<file path="config.mk">
export PLATFORM = sky130hd
export DESIGN_NAME = bpa_ctrl
export DESIGN_NICKNAME = d
export VERILOG_FILES = /design/src/rtl/bpa_pkg.sv /design/src/rtl/bpa_ctrl.sv
export SDC_FILE = /design/constraint.sdc
export NUM_CORES = 1
export LEC_CHECK = 0
export BUFFER_PORTS_ARGS = -buffer_cell sky130_fd_sc_hd__buf_2
export CAP_MARGIN = 40
export CORE_AREA = 2 2 39 41
export DETAILED_ROUTE_END_ITERATION = 7
export DIE_AREA = 0 0 41 43
export HOLD_SLACK_MARGIN = 0.02
export PLACE_DENSITY = 0.52
export SYNTH_ARGS = -nofsm -noshare
export SYNTH_HDL_FRONTEND = slang
export SYNTH_SLANG_ARGS = --single-unit
</file>
<file path="constraint.sdc">
create_clock -name clock -period 3.1 [get_ports clock]
set_clock_uncertainty 0.05 [all_clocks]
set_input_delay 0.62 -clock clock [delete_from_list [all_inputs] [get_ports clock]]
set_output_delay 0.62 -clock clock [all_outputs]
set_load 0.02 [all_outputs]
</file>
<file path="src/rtl/bpa_pkg.sv">
`timescale 1ns / 1ps
`default_nettype none

package bpa_pkg;

   // Bitmap word geometry: one 64-bit word per memory row.
   localparam int WORD_BITS   = 64;
   localparam int BIT_IDX_W   = 6;
   localparam int ADDR_W      = 32;
   localparam int PAGE_ADDR_W = 24;
   localparam int STATUS_W    = 2;

   // Request codes.
   localparam logic REQ_ALLOC = 1'b0;
   localparam logic REQ_FREE  = 1'b1;

   // Result status codes.
   localparam logic [STATUS_W-1:0] STATUS_OK      = 2'd0;
   localparam logic [STATUS_W-1:0] STATUS_FULL    = 2'd1;
   localparam logic [STATUS_W-1:0] STATUS_INVALID = 2'd2;

   typedef enum logic [2:0] {
      ST_CLEAR,
      ST_IDLE,
      ST_SCAN_FIRST,
      ST_SCAN,
      ST_FREE_RD,
      ST_FREE_EVAL,
      ST_DONE
   } bpa_state_type;

   // Commands from the controller to the datapath.
   typedef struct packed {
      logic clr_wr;
      logic accept;
      logic scan_rd;
      logic alloc_hit;
      logic alloc_full;
      logic free_rd;
      logic free_bad;
      logic free_eval;
      logic load_out;
   } bpa_cmd_type;

   // Status from the datapath to the controller.
   typedef struct packed {
      logic clr_last;
      logic word_has_zero;
      logic chk_last;
      logic free_in_range;
      logic out_free;
   } bpa_stat_type;

   // Index of the lowest clear bit of a bitmap word.
   function automatic logic [BIT_IDX_W-1:0] first_zero(input logic [WORD_BITS-1:0] w);
      logic [BIT_IDX_W-1:0] idx;
      idx = '0;
      for (int b = WORD_BITS - 1; b >= 0; b--) begin
         if (!w[b]) begin
            idx = BIT_IDX_W'(b);
         end
      end
      return idx;
   endfunction

endpackage

`default_nettype wire

</file>
<file path="src/rtl/bpa_ctrl.sv">
`timescale 1ns / 1ps
`default_nettype none

module bpa_ctrl (
   input  wire logic                  clock,
   input  wire logic                  reset,
   input  wire logic                  req_valid,
   input  wire logic                  req_type,
   output logic                       req_ready,
   input  wire bpa_pkg::bpa_stat_type stat,
   output bpa_pkg::bpa_cmd_type       cmd
);

   bpa_pkg::bpa_state_type state_ff, state_in;

   always_ff @(posedge clock) begin
      if (reset) begin
         state_ff <= bpa_pkg::ST_CLEAR;
      end else begin
         state_ff <= state_in;
      end
   end

   // Next state.
   always_comb begin
      state_in = state_ff;
      unique case (state_ff)
         bpa_pkg::ST_CLEAR: begin
            if (stat.clr_last) state_in = bpa_pkg::ST_IDLE;
         end
         bpa_pkg::ST_IDLE: begin
            if (req_valid) begin
               state_in = (req_type == bpa_pkg::REQ_FREE) ? bpa_pkg::ST_FREE_RD
                                                          : bpa_pkg::ST_SCAN_FIRST;
            end
         end
         bpa_pkg::ST_SCAN_FIRST: state_in = bpa_pkg::ST_SCAN;
         bpa_pkg::ST_SCAN: begin
            if (stat.word_has_zero || stat.chk_last) state_in = bpa_pkg::ST_DONE;
         end
         bpa_pkg::ST_FREE_RD: begin
            state_in = stat.free_in_range ? bpa_pkg::ST_FREE_EVAL : bpa_pkg::ST_DONE;
         end
         bpa_pkg::ST_FREE_EVAL: state_in = bpa_pkg::ST_DONE;
         bpa_pkg::ST_DONE: begin
            if (stat.out_free) state_in = bpa_pkg::ST_IDLE;
         end
         default: state_in = bpa_pkg::ST_IDLE;
      endcase
   end

   // Outputs.
   always_comb begin
      cmd       = '0;
      req_ready = 1'b0;
      unique case (state_ff)
         bpa_pkg::ST_CLEAR: cmd.clr_wr = 1'b1;
         bpa_pkg::ST_IDLE: begin
            req_ready  = 1'b1;
            cmd.accept = req_valid;
         end
         bpa_pkg::ST_SCAN_FIRST: cmd.scan_rd = 1'b1;
         bpa_pkg::ST_SCAN: begin
            if (stat.word_has_zero) begin
               cmd.alloc_hit = 1'b1;
            end else if (stat.chk_last) begin
               cmd.alloc_full = 1'b1;
            end else begin
               cmd.scan_rd = 1'b1;
            end
         end
         bpa_pkg::ST_FREE_RD: begin
            cmd.free_rd  = stat.free_in_range;
            cmd.free_bad = !stat.free_in_range;
         end
         bpa_pkg::ST_FREE_EVAL: cmd.free_eval = 1'b1;
         bpa_pkg::ST_DONE: cmd.load_out = stat.out_free;
         default: cmd = '0;
      endcase
   end

endmodule

`default_nettype wire

</file>
## After elaboration in Yosys (flattened, before gate mapping)

Index checks and enable logic that the tools add are counted.

| storage, ports and cells | value |
|---|---|
| register bits after elaboration | 3 |
| output and inout port bits | 10 |

| cells by class | value |
|---|---|
| reductions and logical operators | 4 |
| multiplexer cells | 20 |
| eq/ne operators | 10 |

Operator list:

| cell | number |
|---|---|
| one-hot mux 3 bit (7 select lines) | 1 |
| two-way mux 3 bit | 5 |
| two-way mux 1 bit | 10 |
| equality test 3 bit, second input constant | 3 |
| inequality test 2 bit, second input constant | 4 |
| equality test 3 x 2 -> 1 bit, second input constant | 2 |
| two-way mux 2 bit | 3 |
| AND reduction 4 bit | 1 |
| equality test 3 x 1 -> 1 bit, second input constant | 1 |
| zero test 3 bit | 1 |
| one-hot mux 1 bit (2 select lines) | 1 |
| zero test 1 bit | 1 |
| logical OR 1 bit | 1 |

## Longest topological paths before layout

| logic depth | value |
|---|---|
| word-level depth | 3 |
| gate-level depth with buffers | 5 |
| mapped depth without buffers | 4 |

## Worst setup path after synthesis

Ideal clock, no wire load.

| timing | value |
|---|---|
| path kind | input-to-output |
| from | input stat[1] in the netlist's numbering |
| to | output cmd[3] in the netlist's numbering |
| required time | 2.430 ns |
| cell stages on the path | 2 |
| slack | 1.247 ns |
| arrival time | 1.183 ns |
| cell sequence | inv_1 nor3b_1 |

RTL lines:

| item | line | RTL |
|---|---|---|
| start: declaration | bpa_ctrl.sv:10 | `input wire bpa_pkg::bpa_stat_type stat,` |
| end: declaration | bpa_ctrl.sv:11 | `output bpa_pkg::bpa_cmd_type cmd` |

==> run summary <==
total of buffers placed on input and output ports: 18
RD Place Congestion: 0.6812
peak supply drop: 0.3085 mV
hold depth: 2
number of register bits inferred by synthesis: 3
root buf cell: sky130_fd_sc_hd__clkbuf_4
CTS H-tree depth: 1
clock latency on the worst-skew pair: 0.23 ns
wire length of the first global-routing pass: 1104 microns
mapped cell area: 347.8 sq um
number of remaining DRC errors: 0
CP endpoint kind: primary output
Antenna Violating Nets Remaining: 0
final clock period utilization by the worst path: 70.98%
number of antenna violations at the first check in global routing: 0
sequential-to-total area share from yosys stat: 17.27%
critical path launch point type: register
Cell Rows: 14
Antenna Diode Count: 0
TritonCTS clock tree: done
Total Wirelength: 760 microns
count of max-cap constraint violations: 0
number of cells produced by synthesis: 45
Die H: 43 microns
die extent in x: 41 microns
setup TNS: 0 ns
run status: completed
standby leakage power: 0.2295 nW
average wire per cell in the routed design: 9.620 microns
count of pins over their slew limit: 0
buffer levels on the longest clock path: 2
RSZ-0062 raised after global routing: false
Arr. time, crit path: 1.53 ns
Final setup viols: 0
Top-Level Pins: 19
total CTS buffers: 3
internal reg-to-reg setup slack: 1.58 ns
flip-flop count of the largest register, all copies and words added: 3
post-synthesis area per instance: 7.730 sq um
slew of the pin with the lowest slew margin: 0.5986 ns
depth of the worst register-to-register path: 4
first-pass iteration count of the detailed router: 2
area of the placeable core: 0.001384 sq mm
CP max FO: 15
number of DRC violations after detailed-routing iteration 0: 1
maximum achievable frequency: 454.5 MHz
worst r2r src: state_ff[1]
clock slew at the register clock pins of the worst setup and hold paths: 0.04 ns
PostCTS Resize Cnt: 0
die outline area: 0.001763 sq mm
shortest clock period the worst path allows after layout: 2.200 ns
hold_sp: reset
number of buffers inserted by post-CTS setup repair: 0
fraction of final layout cells sized beyond drive strength 1: 39.68%
initial standard-cell utilization of the core: 25.14%
area overhead of the layout relative to synthesis: 32.01%
HPWL after detailed placement: 550.3 microns
Remaining Overflow, GRT: 0
pwr dens: 597.7 mW/mm^2
top library cells by usage in the layout, fill and taps aside: 18 x sky130_fd_sc_hd__buf_2, 4 x sky130_fd_sc_hd__nor2_1
per-cell via count in the routed design: 4.658
instance count after placement with tap cells included: 75
reg-to-reg endpoint: state_ff[1]
endpoints failing hold: 0
most frequent standard cell in the layout excluding fill and tap cells: sky130_fd_sc_hd__buf_2
largest registers in the final layout: state_ff: 3 flops
headroom to the max-slew limit: 60.04%
number of warnings issued by yosys: 0
class of the worst hold path: input pin to register
vias: 368
register ranked first by flip-flop count: state_ff
Worst Path Required: 2.43 ns
Worst Setup SP: state_ff[2]
via count of the first global-routing pass: 277
count of cell types in the netlist: 28
pin count of the biggest net entering global routing: 20
Net Count, Synth: 54
post-layout instance count excluding filler cells: 79
all-layer global routing usage: 9.127%
post-layout net count: 73
total of hold buffers inserted after clock tree synthesis: 0
critical path start-end classification: register to primary output
number of sinks handled by clock tree synthesis: 3
capture endpoint of the worst hold path: state_ff[0]
-- critical path, stage by stage (launching register included) --
cell                      delay, ns
sky130_fd_sc_hd__dfxtp_1       0.63
sky130_fd_sc_hd__nor2b_1       0.28
sky130_fd_sc_hd__nor3b_1       0.19
sky130_fd_sc_hd__buf_2         0.19
-- how the worst max path moves through the flow --
stage / slack (ns) / endpoint / depth (start not counted)
2_1_floorplan: 1.25 / cmd[3] / 2
3_3_place_gp: 1.18 / cmd[3] / 3
3_5_place_dp: 1.13 / cmd[2] / 3
4_1_cts: 0.88 / cmd[2] / 3
5_1_grt: 0.72 / cmd[2] / 3
6_report: 0.90 / cmd[2] / 3
-- cells in the mapped netlist --
master	number	area, sq um
sky130_fd_sc_hd__nor2_1	4	15.01
sky130_fd_sc_hd__a21oi_1	3	15.01
sky130_fd_sc_hd__dfxtp_1	3	60.06
sky130_fd_sc_hd__nor2b_1	3	18.77
sky130_fd_sc_hd__nor3_1	3	15.01
sky130_fd_sc_hd__a211oi_1	2	15.01
sky130_fd_sc_hd__and3_1	2	12.51
sky130_fd_sc_hd__buf_2	2	10.01
sky130_fd_sc_hd__inv_1	2	7.510
sky130_fd_sc_hd__nand2_1	2	7.510
sky130_fd_sc_hd__nor3b_1	2	15.01
sky130_fd_sc_hd__a211o_1	1	8.760
sky130_fd_sc_hd__a211oi_2	1	12.51
sky130_fd_sc_hd__a31oi_1	1	6.260
sky130_fd_sc_hd__and2_1	1	6.260
sky130_fd_sc_hd__and3b_1	1	8.760
sky130_fd_sc_hd__and4b_1	1	10.01
sky130_fd_sc_hd__buf_6	1	11.26
sky130_fd_sc_hd__clkbuf_1	1	3.750
sky130_fd_sc_hd__inv_2	1	3.750
sky130_fd_sc_hd__mux2i_1	1	10.01
sky130_fd_sc_hd__nor3b_4	1	18.77
sky130_fd_sc_hd__o21a_1	1	7.510
sky130_fd_sc_hd__o21ai_0	1	5.000
sky130_fd_sc_hd__o21bai_1	1	7.510
sky130_fd_sc_hd__o221a_4	1	20.02
sky130_fd_sc_hd__o2bb2ai_1	1	8.760
sky130_fd_sc_hd__or2b_1	1	7.510
-- cells by family (layout without fill, tap and decap cells) --
logic type	after synthesis	in the layout	synth area share [%]
buf+inv	7	25	10.43
compound gates	13	13	30.57
mux	1	1	2.878
flops	3	3	17.27
simple gates	21	21	38.85
-- power breakdown --
part | switching (W) | internal [W]
Sequential | 0.0000337 | 0.0000471
Combinational | 0.0000624 | 0.0000635
Clock | 0.0000196 | 0.0000482
Total | 0.000116 | 0.000159
-- area by class of cell --
type | count | area, sq um
inverter | 3 | 11.26
sequential | 3 | 60.06
clock buffer | 4 | 26.28
timing repair buffer | 18 | 90.09
tap | 16 | 20.02
multi-input combinational | 35 | 251.5
fill | 165 | 924.6
-- through the flow --
stage                power, W  setup slack [ns]  hold WS [ns]  area, sq um  utilization, %
floorplan           0.0001831             1.247        0.5387        347.8               -
CTS                 0.0002798            0.8778        0.5515        459.2           33.18
global placement    0.0002079             1.184        0.6525        432.9           31.28
detailed placement  0.0002074             1.131        0.6490        432.9           31.28
finish              0.0002744            0.8998        0.5618        459.2           33.18
global route        0.0003030            0.7152        0.5672        459.2           33.18
-- per-layer routing --
layer	global-route usage (%)	part of all wire, %
met5	0	0
met3	4.712	4.9
met1	12.18	49
met4	4.000	0
met2	11.88	45
(Power assumes the default switching activity.)
